--- src/ptsu_pkg.sv ---
// Shared types, constants and helpers of the process table scheduler.
package ptsu_pkg;
  localparam int ID_W   = 7;
  localparam int CNT_W  = 16;
  localparam int IDX_W  = 1;
  localparam logic [CNT_W-1:0] SAT_MAX = 16'hFFFF;

  localparam logic [IDX_W-1:0] REG_POLICY = 1'd0;
  localparam logic [IDX_W-1:0] REG_SLICE  = 1'd1;

  typedef enum logic [1:0] {
    POL_PID   = 2'd0,
    POL_BURST = 2'd1,
    POL_PRIO  = 2'd2,
    POL_RR    = 2'd3
  } policy_t;

  typedef enum logic [1:0] {
    SLOT_EMPTY = 2'd0,
    SLOT_READY = 2'd1,
    SLOT_DONE  = 2'd2
  } slot_st_t;

  typedef enum logic [1:0] {
    RES_DISPATCHED = 2'd0,
    RES_IDLE       = 2'd1,
    RES_INSERTED   = 2'd2,
    RES_FULL       = 2'd3
  } res_t;

  localparam logic MODE_INSERT   = 1'b0;
  localparam logic MODE_DISPATCH = 1'b1;

  typedef enum logic [3:0] {
    S_IDLE, S_SCAN, S_SCAN_DRAIN, S_DECIDE, S_FETCH,
    S_TAKE, S_UPDATE, S_UPD_DRAIN, S_FINISH
  } state_t;

  typedef struct packed {
    logic in_open;
    logic load_item;
    logic scan_init;
    logic scan_run;
    logic fetch;
    logic take_rem;
    logic upd_init;
    logic upd_run;
    logic finish;
  } ctl_cmd_t;

  typedef struct packed {
    logic found;
    logic walk_last;
    logic out_free;
  } ctl_sts_t;

  function automatic logic [CNT_W-1:0] sat_add(input logic [CNT_W-1:0] a,
                                               input logic [ID_W-1:0] b);
    logic [CNT_W:0] s;
    s = {1'b0, a} + {{(CNT_W+1-ID_W){1'b0}}, b};
    return s[CNT_W] ? SAT_MAX : s[CNT_W-1:0];
  endfunction
endpackage

--- src/ptsu_req_if.sv ---
// Request channel: insert or dispatch items.
interface ptsu_req_if;
  logic                      valid;
  logic                      ready;
  logic                      mode;
  logic [ptsu_pkg::ID_W-1:0] proc_id;
  logic [ptsu_pkg::ID_W-1:0] burst_len;
  logic [ptsu_pkg::ID_W-1:0] prio_level;
  modport source (output valid, mode, proc_id, burst_len, prio_level, input ready);
  modport sink (input valid, mode, proc_id, burst_len, prio_level, output ready);
endinterface

--- src/ptsu_rsp_if.sv ---
// Response channel: one result per request.
interface ptsu_rsp_if;
  logic                       valid;
  logic                       ready;
  logic [1:0]                 status;
  logic [ptsu_pkg::ID_W-1:0]  run_id;
  logic [ptsu_pkg::ID_W-1:0]  run_slice;
  logic                       run_done;
  logic [ptsu_pkg::CNT_W-1:0] run_turnaround;
  logic [ptsu_pkg::CNT_W-1:0] run_waiting;
  logic [ptsu_pkg::CNT_W-1:0] idle_total;
  modport source (output valid, status, run_id, run_slice, run_done, run_turnaround,
                  run_waiting, idle_total, input ready);
  modport sink (input valid, status, run_id, run_slice, run_done, run_turnaround,
                run_waiting, idle_total, output ready);
endinterface

--- src/ptsu_cfg_if.sv ---
// Configuration write channel.
interface ptsu_cfg_if;
  logic                       valid;
  logic                       ready;
  logic [ptsu_pkg::IDX_W-1:0] index;
  logic [ptsu_pkg::ID_W-1:0]  data;
  modport source (output valid, index, data, input ready);
  modport sink (input valid, index, data, output ready);
endinterface

--- src/process_table_scheduler_unit.sv ---
// Process table scheduler: insert processes, dispatch them by policy.
// An insert loads its result directly; a dispatch scans the table, fetches the chosen slot
// and runs the aging pass, or skips both when nothing is ready. The scan and the aging pass
// each walk the table one slot per cycle. One transaction at a time: the next request is
// taken in the cycle after the result is loaded, which waits while an older one is unread.
// Reset (rst, synchronous): empties all slots, clears counters, restores policy and quantum.
module process_table_scheduler_unit #(
  parameter int ENTRIES = 16
) (
  input logic        clk,
  input logic        rst,
  ptsu_req_if.sink   req,
  ptsu_rsp_if.source rsp,
  ptsu_cfg_if.sink   cfg
);
  import ptsu_pkg::*;

  ctl_cmd_t cmd;
  ctl_sts_t sts;

  // Sequence transactions: a dispatch scans, then fetches and ages if found; each reports.
  ptsu_ctrl u_ctrl (
    .clk      (clk),
    .rst      (rst),
    .in_valid (req.valid),
    .in_mode  (req.mode),
    .sts      (sts),
    .cmd      (cmd)
  );

  // Hold the table, pick the winner, apply saturating counters.
  ptsu_datapath #(.ENTRIES(ENTRIES)) u_dp (
    .clk (clk),
    .rst (rst),
    .cmd (cmd),
    .sts (sts),
    .req (req),
    .rsp (rsp),
    .cfg (cfg)
  );
endmodule

--- src/ptsu_ctrl.sv ---
// Sequencing state machine of the process table scheduler.
module ptsu_ctrl (
  input  logic                clk,
  input  logic                rst,
  input  logic                in_valid,
  input  logic                in_mode,
  input  ptsu_pkg::ctl_sts_t  sts,
  output ptsu_pkg::ctl_cmd_t  cmd
);
  import ptsu_pkg::*;

  state_t state, state_next;
  logic   accept;

  assign accept = (state == S_IDLE) && in_valid;

  always_ff @(posedge clk) begin
    if (rst) state <= S_IDLE;
    else     state <= state_next;
  end

  always_comb begin
    state_next = state;
    case (state)
      S_IDLE:       if (accept) state_next = (in_mode == MODE_DISPATCH) ? S_SCAN : S_FINISH;
      S_SCAN:       if (sts.walk_last) state_next = S_SCAN_DRAIN;
      S_SCAN_DRAIN: state_next = S_DECIDE;
      S_DECIDE:     state_next = sts.found ? S_FETCH : S_FINISH;
      S_FETCH:      state_next = S_TAKE;
      S_TAKE:       state_next = S_UPDATE;
      S_UPDATE:     if (sts.walk_last) state_next = S_UPD_DRAIN;
      S_UPD_DRAIN:  state_next = S_FINISH;
      S_FINISH:     if (sts.out_free) state_next = S_IDLE;
      default:      state_next = S_IDLE;
    endcase
  end

  always_comb begin
    cmd = '0;
    case (state)
      S_IDLE: begin
        cmd.in_open   = 1'b1;
        cmd.load_item = accept;
        cmd.scan_init = accept;
      end
      S_SCAN:   cmd.scan_run = 1'b1;
      S_FETCH:  cmd.fetch = 1'b1;
      S_TAKE: begin
        cmd.take_rem = 1'b1;
        cmd.upd_init = 1'b1;
      end
      S_UPDATE: cmd.upd_run = 1'b1;
      S_FINISH: cmd.finish = sts.out_free;
      default:  cmd = '0;
    endcase
  end
endmodule

--- src/ptsu_datapath.sv ---
// Table storage, scan, update pass and result register.
module ptsu_datapath #(
  parameter int ENTRIES = 16
) (
  input  logic               clk,
  input  logic               rst,
  input  ptsu_pkg::ctl_cmd_t cmd,
  output ptsu_pkg::ctl_sts_t sts,
  ptsu_req_if.sink           req,
  ptsu_rsp_if.source         rsp,
  ptsu_cfg_if.sink           cfg
);
  import ptsu_pkg::*;

  localparam int IW = (ENTRIES > 1) ? $clog2(ENTRIES) : 1;
  localparam int CW = $clog2(ENTRIES + 1);
  localparam int KW = 3 * ID_W;
  localparam int RW = ID_W + 2 * CNT_W;
  localparam logic [IW-1:0] LAST = IW'(ENTRIES - 1);
  localparam logic [CW-1:0] FULL = CW'(ENTRIES);

  // item and configuration
  logic            mode_q;
  logic [ID_W-1:0] pid_q, burst_q, prio_q;
  policy_t         policy;
  logic [ID_W-1:0] tslice;

  // table state
  slot_st_t        slot_st [ENTRIES];
  logic [CW-1:0]   count;
  logic [IW-1:0]   rr_pos;
  logic [CNT_W-1:0] idle_cnt;
  logic [KW-1:0]   key_mem [ENTRIES];
  logic [RW-1:0]   run_mem [ENTRIES];
  logic [KW-1:0]   key_rd;
  logic [RW-1:0]   run_rd;

  // walk and selection
  logic [IW-1:0]   waddr, wcnt, a1, best;
  logic            s1, u1, found;
  logic [ID_W-1:0] best_key, best_pid;
  logic [ID_W-1:0] slice_q, nrem_q;
  logic            done_q;
  logic [CNT_W-1:0] res_tat, res_wt;

  // result register
  logic            out_valid;
  res_t            out_status;
  logic [ID_W-1:0] out_id, out_slice;
  logic            out_done;
  logic [CNT_W-1:0] out_tat, out_wt, out_idle;

  logic [IW-1:0]   next_addr, start_addr, run_raddr, run_waddr;
  logic            has_room, ins_we, upd_we, run_we, hit, at_best;
  slot_st_t        st_a1;
  logic [ID_W-1:0] key_cur, rem_cur;
  logic [CNT_W-1:0] tat_cur, wt_cur, tat_inc, wt_inc, idle_inc;
  logic [RW-1:0]   run_wdata;

  assign req.ready = cmd.in_open;
  assign cfg.ready = 1'b1;

  assign next_addr  = (waddr == LAST) ? '0 : waddr + 1'b1;
  assign start_addr = (policy == POL_RR) ? ((rr_pos == LAST) ? '0 : rr_pos + 1'b1) : '0;
  assign has_room   = count < FULL;
  assign ins_we     = cmd.finish && (mode_q == MODE_INSERT) && has_room;

  assign st_a1   = slot_st[a1];
  assign at_best = (a1 == best);
  always_comb begin
    case (policy)
      POL_PID:   key_cur = key_rd[KW-1 -: ID_W];
      POL_BURST: key_cur = key_rd[2*ID_W-1 -: ID_W];
      POL_PRIO:  key_cur = key_rd[ID_W-1:0];
      default:   key_cur = '0;
    endcase
  end
  assign hit = s1 && (st_a1 == SLOT_READY) && (!found || key_cur < best_key);

  assign rem_cur = run_rd[RW-1 -: ID_W];
  assign tat_cur = run_rd[2*CNT_W-1 -: CNT_W];
  assign wt_cur  = run_rd[CNT_W-1:0];
  assign tat_inc = sat_add(tat_cur, slice_q);
  assign wt_inc  = sat_add(wt_cur, slice_q);
  assign upd_we  = u1 && (at_best || st_a1 == SLOT_READY);
  assign run_we  = ins_we || upd_we;
  assign idle_inc = sat_add(idle_cnt, ID_W'(1));

  always_comb begin
    if (ins_we) begin
      run_waddr = count[IW-1:0];
      run_wdata = {burst_q, {CNT_W{1'b0}}, {CNT_W{1'b0}}};
    end else begin
      run_waddr = a1;
      run_wdata = at_best ? {nrem_q, tat_inc, wt_cur} : {rem_cur, tat_inc, wt_inc};
    end
  end
  assign run_raddr = cmd.fetch ? best : waddr;

  always_ff @(posedge clk) begin
    if (ins_we) key_mem[count[IW-1:0]] <= {pid_q, burst_q, prio_q};
    key_rd <= key_mem[waddr];
  end

  always_ff @(posedge clk) begin
    if (run_we) run_mem[run_waddr] <= run_wdata;
    run_rd <= run_mem[run_raddr];
  end

  // payload registers
  always_ff @(posedge clk) begin
    if (cmd.load_item) begin
      mode_q  <= req.mode;
      pid_q   <= req.proc_id;
      burst_q <= req.burst_len;
      prio_q  <= req.prio_level;
    end
    a1 <= waddr;
    if (hit) begin
      best     <= a1;
      best_key <= key_cur;
      best_pid <= key_rd[KW-1 -: ID_W];
    end
    if (cmd.take_rem) begin
      if (policy == POL_RR && rem_cur > tslice) begin
        slice_q <= tslice;
        nrem_q  <= rem_cur - tslice;
        done_q  <= 1'b0;
      end else begin
        slice_q <= rem_cur;
        nrem_q  <= '0;
        done_q  <= 1'b1;
      end
    end
    if (u1 && at_best) begin
      res_tat <= tat_inc;
      res_wt  <= wt_cur;
    end
    if (cmd.scan_init || cmd.upd_init) begin
      waddr <= cmd.scan_init ? start_addr : '0;
      wcnt  <= '0;
    end else if (cmd.scan_run || cmd.upd_run) begin
      waddr <= next_addr;
      wcnt  <= wcnt + 1'b1;
    end
    if (cmd.finish) begin
      out_idle <= idle_cnt;
      out_id   <= '0;
      out_slice <= '0;
      out_done <= 1'b0;
      out_tat  <= '0;
      out_wt   <= '0;
      if (mode_q == MODE_INSERT) begin
        out_status <= has_room ? RES_INSERTED : RES_FULL;
      end else if (!found) begin
        out_status <= RES_IDLE;
        out_idle   <= idle_inc;
      end else begin
        out_status <= RES_DISPATCHED;
        out_id     <= best_pid;
        out_slice  <= slice_q;
        out_done   <= done_q;
        out_tat    <= res_tat;
        out_wt     <= res_wt;
      end
    end
  end

  // control state
  always_ff @(posedge clk) begin
    if (rst) begin
      policy    <= POL_PID;
      tslice    <= ID_W'(1);
      count     <= '0;
      rr_pos    <= '0;
      idle_cnt  <= '0;
      s1        <= 1'b0;
      u1        <= 1'b0;
      found     <= 1'b0;
      out_valid <= 1'b0;
      for (int i = 0; i < ENTRIES; i++) slot_st[i] <= SLOT_EMPTY;
    end else begin
      if (cfg.valid) begin
        case (cfg.index)
          REG_POLICY: policy <= policy_t'(cfg.data[1:0]);
          REG_SLICE:  tslice <= cfg.data;
          default:    ;
        endcase
      end
      s1 <= cmd.scan_run;
      u1 <= cmd.upd_run;
      if (cmd.scan_init)  found <= 1'b0;
      else if (hit)       found <= 1'b1;
      if (cmd.finish) begin
        out_valid <= 1'b1;
        if (ins_we) begin
          slot_st[count[IW-1:0]] <= SLOT_READY;
          count <= count + 1'b1;
        end else if (mode_q == MODE_DISPATCH) begin
          if (!found) idle_cnt <= idle_inc;
          else begin
            rr_pos <= best;
            if (done_q) slot_st[best] <= SLOT_DONE;
          end
        end
      end else if (rsp.ready) begin
        out_valid <= 1'b0;
      end
    end
  end

  assign sts.found     = found;
  assign sts.walk_last = (wcnt == LAST);
  assign sts.out_free  = !out_valid || rsp.ready;

  assign rsp.valid          = out_valid;
  assign rsp.status         = out_status;
  assign rsp.run_id         = out_id;
  assign rsp.run_slice      = out_slice;
  assign rsp.run_done       = out_done;
  assign rsp.run_turnaround = out_tat;
  assign rsp.run_waiting    = out_wt;
  assign rsp.idle_total     = out_idle;
endmodule

--- src/flat_wrapper.sv ---
// flat-port wrapper written by rule: the top's interface ports become plain ports
module process_table_scheduler_unit_flat import ptsu_pkg::*;
#(
  parameter int ENTRIES = 16
)
  (clk, rst, req_valid, req_mode, req_proc_id, req_burst_len, req_prio_level, req_ready, rsp_valid, rsp_status, rsp_run_id, rsp_run_slice, rsp_run_done, rsp_run_turnaround, rsp_run_waiting, rsp_idle_total, rsp_ready, cfg_valid, cfg_index, cfg_data, cfg_ready);
  ptsu_req_if req_i ();
  ptsu_rsp_if rsp_i ();
  ptsu_cfg_if cfg_i ();
  input logic clk;
  input logic rst;
  input wire logic [$bits(req_i.valid)-1:0] req_valid;
  input wire logic [$bits(req_i.mode)-1:0] req_mode;
  input wire logic [$bits(req_i.proc_id)-1:0] req_proc_id;
  input wire logic [$bits(req_i.burst_len)-1:0] req_burst_len;
  input wire logic [$bits(req_i.prio_level)-1:0] req_prio_level;
  output wire logic [$bits(req_i.ready)-1:0] req_ready;
  output wire logic [$bits(rsp_i.valid)-1:0] rsp_valid;
  output wire logic [$bits(rsp_i.status)-1:0] rsp_status;
  output wire logic [$bits(rsp_i.run_id)-1:0] rsp_run_id;
  output wire logic [$bits(rsp_i.run_slice)-1:0] rsp_run_slice;
  output wire logic [$bits(rsp_i.run_done)-1:0] rsp_run_done;
  output wire logic [$bits(rsp_i.run_turnaround)-1:0] rsp_run_turnaround;
  output wire logic [$bits(rsp_i.run_waiting)-1:0] rsp_run_waiting;
  output wire logic [$bits(rsp_i.idle_total)-1:0] rsp_idle_total;
  input wire logic [$bits(rsp_i.ready)-1:0] rsp_ready;
  input wire logic [$bits(cfg_i.valid)-1:0] cfg_valid;
  input wire logic [$bits(cfg_i.index)-1:0] cfg_index;
  input wire logic [$bits(cfg_i.data)-1:0] cfg_data;
  output wire logic [$bits(cfg_i.ready)-1:0] cfg_ready;
  assign req_i.valid = req_valid;
  assign req_i.mode = req_mode;
  assign req_i.proc_id = req_proc_id;
  assign req_i.burst_len = req_burst_len;
  assign req_i.prio_level = req_prio_level;
  assign req_ready = req_i.ready;
  assign rsp_valid = rsp_i.valid;
  assign rsp_status = rsp_i.status;
  assign rsp_run_id = rsp_i.run_id;
  assign rsp_run_slice = rsp_i.run_slice;
  assign rsp_run_done = rsp_i.run_done;
  assign rsp_run_turnaround = rsp_i.run_turnaround;
  assign rsp_run_waiting = rsp_i.run_waiting;
  assign rsp_idle_total = rsp_i.idle_total;
  assign rsp_i.ready = rsp_ready;
  assign cfg_i.valid = cfg_valid;
  assign cfg_i.index = cfg_index;
  assign cfg_i.data = cfg_data;
  assign cfg_ready = cfg_i.ready;
  process_table_scheduler_unit #(.ENTRIES(ENTRIES)) u_core (.clk(clk), .rst(rst), .req(req_i), .rsp(rsp_i), .cfg(cfg_i));
endmodule
--- config.mk ---
export PLATFORM = sky130hd
export DESIGN_NAME = process_table_scheduler_unit_flat
export DESIGN_NICKNAME = d
export VERILOG_FILES = /design/src/ptsu_pkg.sv /design/src/ptsu_req_if.sv /design/src/ptsu_rsp_if.sv /design/src/ptsu_cfg_if.sv /design/src/process_table_scheduler_unit.sv /design/src/ptsu_ctrl.sv /design/src/ptsu_datapath.sv /design/src/flat_wrapper.sv
export SDC_FILE = /design/constraint.sdc
export NUM_CORES = 2
export LEC_CHECK = 0
export ABC_AREA = 1
export BUFFER_PORTS_ARGS = -buffer_cell sky130_fd_sc_hd__buf_2
export CAP_MARGIN = 20
export CORE_UTILIZATION = 65
export CTS_BUF_LIST = sky130_fd_sc_hd__clkbuf_4 sky130_fd_sc_hd__clkbuf_8
export CTS_CLUSTER_SIZE = 24
export DETAILED_ROUTE_END_ITERATION = 10
export HOLD_SLACK_MARGIN = 0.08
export PLACE_DENSITY = 0.81
export SYNTH_ARGS = -nofsm -noshare
export SYNTH_HDL_FRONTEND = slang
export SYNTH_HIERARCHICAL = 1
export SYNTH_SLANG_ARGS = --single-unit
--- constraint.sdc ---
create_clock -name clk -period 27.9 [get_ports clk]
set_input_delay 4.185 -clock clk [delete_from_list [all_inputs] [get_ports clk]]
set_output_delay 4.185 -clock clk [all_outputs]
set_load 0.01 [all_outputs]
==> flow_metrics.env <==
export IMPL_path_class="primary input to flop"
export IMPL_p_leak_nw=20.30
export IMPL_synthTopCellsByCount="edfxtp_1 (1148), o21ai_0 (496), nand2_1 (422), inv_1 (375), nor2_1 (361)"
export IMPL_syn_num_nets=4260
export IMPL_finalHoldViolCount=0
export IMPL_worstPathCellList="buf_2 > inv_1 > nand2_1 > inv_1 > nor4_2 > nand2_2 > buf_4 > inv_1 > buf_4 > o21bai_1 > nand2_1 > inv_1 > nand2_1 > a21oi_4 > buf_4"
export IMPL_core_area_sq_mm=0.07759
export IMPL_final_layout_size_suffix_gt1_frac=0.1319
export IMPL_ios=103
export IMPL_clock_latency_ns=0.84
export IMPL_worst_ep_arrival_time_ns=7.38
export IMPL_nFillCells=4772
export IMPL_cts_sinks=1258
export IMPL_clk_path_buf_depth=3
export IMPL_h_tree_depth=4
export IMPL_holdPathEnd="u_core/u_dp/best_pid[0]$_DFFE_PP_"
export IMPL_grt_max_degree=137
export IMPL_drv_cap=0
export IMPL_startpoint_type="primary input"
export IMPL_die_area_sq_mm=0.07959
export IMPL_multi_input_area_sq_mm=0.01208
export IMPL_synth_cells=4187
export IMPL_final_nets=4374
export IMPL_hold_depth=0
export IMPL_hp_class="flop to flop"
export IMPL_fin_skew_ns=0.04239
export IMPL_outcome="finished, final reports clean"
export IMPL_avgSynthCellArea_sq_um=12.18
export IMPL_fin_crit_sh=0.2487
export IMPL_timing_final_crit_period_ns=6.938
export IMPL_routed_wl_mm=126.9
export IMPL_maxSlewHeadroom=0.2051
export IMPL_via_per_inst=6.268
export IMPL_place_gp_congestion=0.9075
export IMPL_synth_warnings=6
export IMPL_port_buffers=101
export IMPL_wl_per_cell_um=23.06
export IMPL_grt_total_usage=0.3129
export IMPL_drcViolationCount=0
export IMPL_synth_cell_types=46
export IMPL_dp_hpwl_mm=70.56
export IMPL_postLayoutSetupSlackWorst_ns=20.96
export IMPL_die_h_um=282.1
export IMPL_crit_path_end_kind="flop"
export IMPL_worst_path_buf_inv=8
export IMPL_synth_top_area_frac=0.6759
export IMPL_path_common_cell="inv_1"
export IMPL_crit_required_ns=28.34
export IMPL_synthTopCellsByArea="edfxtp_1 (68%), o21ai_0 (4.9%), dfxtp_1 (4.3%), a21oi_1 (3.5%), nand2_1 (3.1%)"
export IMPL_first_pass_iters=6
export IMPL_cts_root_buf="clkbuf_8"
export IMPL_p_total_mw=5.928
export IMPL_drv_slew=0
export IMPL_tritoncts="yes"
export IMPL_finish_utilization=0.7301
export IMPL_synth_area_sq_mm=0.05100
export IMPL_critPathMaxStageDelay_ns=0.61
export IMPL_postCtsSetupRepairBufs=0
export IMPL_yosysTopAreaCell="edfxtp_1"
export IMPL_synth_edff_count=1148
export IMPL_cts_resized=0
export IMPL_gr_total_overflow=0
export IMPL_power_density_mw_per_mm2=104.6
export IMPL_cts_made_buffers=186
export IMPL_regArea_sq_mm=0.03668
export IMPL_grt_pass1_wl_mm=185.5
export IMPL_yosysSeqAreaShare=0.7191
export IMPL_antenna_found_initial=4
export IMPL_hold_start="u_core/u_dp/key_rd[14]$_DFF_P_"
export IMPL_synthArstFlopShare=0
export IMPL_clkTransAtPathRegs_ns=0.06
export IMPL_worstPathMaxFanout=50
export IMPL_worstReg2RegStart="u_core/u_dp/waddr[0]$_DFFE_PP_"
export IMPL_peakVddDrop_mv=0.06309
export IMPL_maxClockFrequency_ghz=0.1441
export IMPL_yosys_register_bits=1258
export IMPL_setup_tns_final_ns=0
export IMPL_cpLargestDelayFamily="buffers and inverters"
export IMPL_start_util=0.6573
export IMPL_ys_flop_type="edfxtp_1"
export IMPL_r2r_cells=10
export IMPL_grt_pass1_vias=31920
export IMPL_path_depth=15
export IMPL_r2r_slack_ns=21.90
export IMPL_synthToLayoutAreaGrowth_pct=11.08
export IMPL_yosys_cell_count_top_type="edfxtp_1"
export IMPL_num_rows=102
export IMPL_ant_nets=0
export IMPL_setup_viol=0
export IMPL_fp_dieW_um=282.1
export IMPL_cts_hold_buf=0
export IMPL_pre_cts_ws_ns=20.26
export IMPL_timing_rr_end="u_core/u_dp/run_rd[33]$_DFF_P_"
export IMPL_rsz0062_at_grt="no"
export IMPL_dr_total_vias=34480
export IMPL_cp_slowest_cell="buf_4"
export IMPL_tightest_slew_ns=1.191
export IMPL_drt_initial_drc_count=5051
==> per-layer routing <==
metal / vias to the layer above / GRT usage / share of wire / wire length (um)
met5: - / 0 / 0.00014 / 18
met4: 2 / 0.1081 / 0.027 / 3398
met3: 296 / 0.08351 / 0.15 / 18540
met2: 2431 / 0.4680 / 0.45 / 57190
met1: 16410 / 0.4477 / 0.38 / 47720
li1: 15340 / - / - / -
==> power by group <==
| group | internal (mW) | switching [mW] | leakage (nW) |
|---|---|---|---|
| sequential | 2.46 | 0.133 | 11.3 |
| combinational | 0.461 | 1.36 | 6.90 |
| clock | 0.834 | 0.689 | 2.08 |
==> worst max path at each step <==
stage / endpoint / slack, ns / from
5_1_grt: u_core/u_dp/run_mem[13][26]$_DFFE_PP_ / 20.83 / rsp_ready
2_1_floorplan: u_core/u_dp/run_mem[0][0]$_DFFE_PP_ / 13.26 / rsp_ready
3_3_place_gp: u_core/u_dp/run_mem[13][29]$_DFFE_PP_ / 20.32 / rsp_ready
3_5_place_dp: u_core/u_dp/run_mem[13][29]$_DFFE_PP_ / 20.26 / rsp_ready
6_report: u_core/u_dp/run_mem[13][26]$_DFFE_PP_ / 20.96 / rsp_ready
4_1_cts: u_core/u_dp/run_mem[13][26]$_DFFE_PP_ / 21.12 / rsp_ready
==> final cells by class <==
| cell class | instances | share of cell area |
|---|---|---|
| multi-input cells | 2290 | 0.2132 |
| clock inverters | 54 | 0.006913 |
| repair buffers | 175 | 0.02191 |
| well taps | 1040 | 0.02297 |
| clock buffers | 292 | 0.06155 |
| diodes | 2 | 0.00008834 |
| flip-flops and latches | 1258 | 0.6474 |
| inverters | 390 | 0.02599 |
==> cells in the final DEF, fill, tap and decap left out, types with 86 or more instances in the layout <==
master	count
nor2_1	343
dfxtp_1	110
nand2_1	421
edfxtp_1	1148
clkbuf_4	86
inv_1	374
nand3_1	199
buf_2	101
clkbuf_8	207
a21oi_1	340
o211ai_1	207
o21ai_0	496
==> through the flow <==
stage | hold WS [ns] | instance area, sq um | cells
after floorplan | 0.3427 | 51000 | 4187
after global placement | 0.4159 | 52420 | 5130
after detailed placement | 0.4157 | 52500 | 5134
after CTS | 0.4300 | 56380 | 5480
after global routing | 0.4368 | 56650 | 5500
final | 0.4394 | 56650 | 5501
==> sequential cells by signal, indices dropped and copies added, names as in the netlist, 16 cells and up <==
name	flops
u_core/u_dp/res_wt	16
u_core/u_dp/rsp.idle_total	16
u_core/u_dp/rsp.run_waiting	16
u_core/u_dp/slot_st	32
u_core/u_dp/run_rd	39
u_core/u_dp/run_mem	624
u_core/u_dp/res_tat	16
u_core/u_dp/key_rd	21
u_core/u_dp/key_mem	336
u_core/u_dp/rsp.run_turnaround	16
u_core/u_dp/idle_cnt	16
==> cells by family after synthesis <==
family | count (synthesis) | synth area share
XOR/XNOR | 23 | 0.003950
buffers and inverters | 639 | 0.05036
other | 1 | 0.00007353
AO/OA/AOI/OAI | 1184 | 0.1314
AND/OR/NAND/NOR | 1044 | 0.08535
flip-flops | 1258 | 0.7191
adder cells (fa/ha/maj) | 38 | 0.009764
==> worst reg2reg max path: stages, from the launching register on <==
cell and delay [ns]:
edfxtp_1 0.34, buf_4 0.78, nand2_8 0.41, nand2_8 0.76, buf_4 0.87, buf_4 0.98
buf_4 0.94, o21ai_0 0.37, o211ai_1 0.31, nand3_1 0.10, nand2_1 0.11
Power figures use the tool's default switching activity.
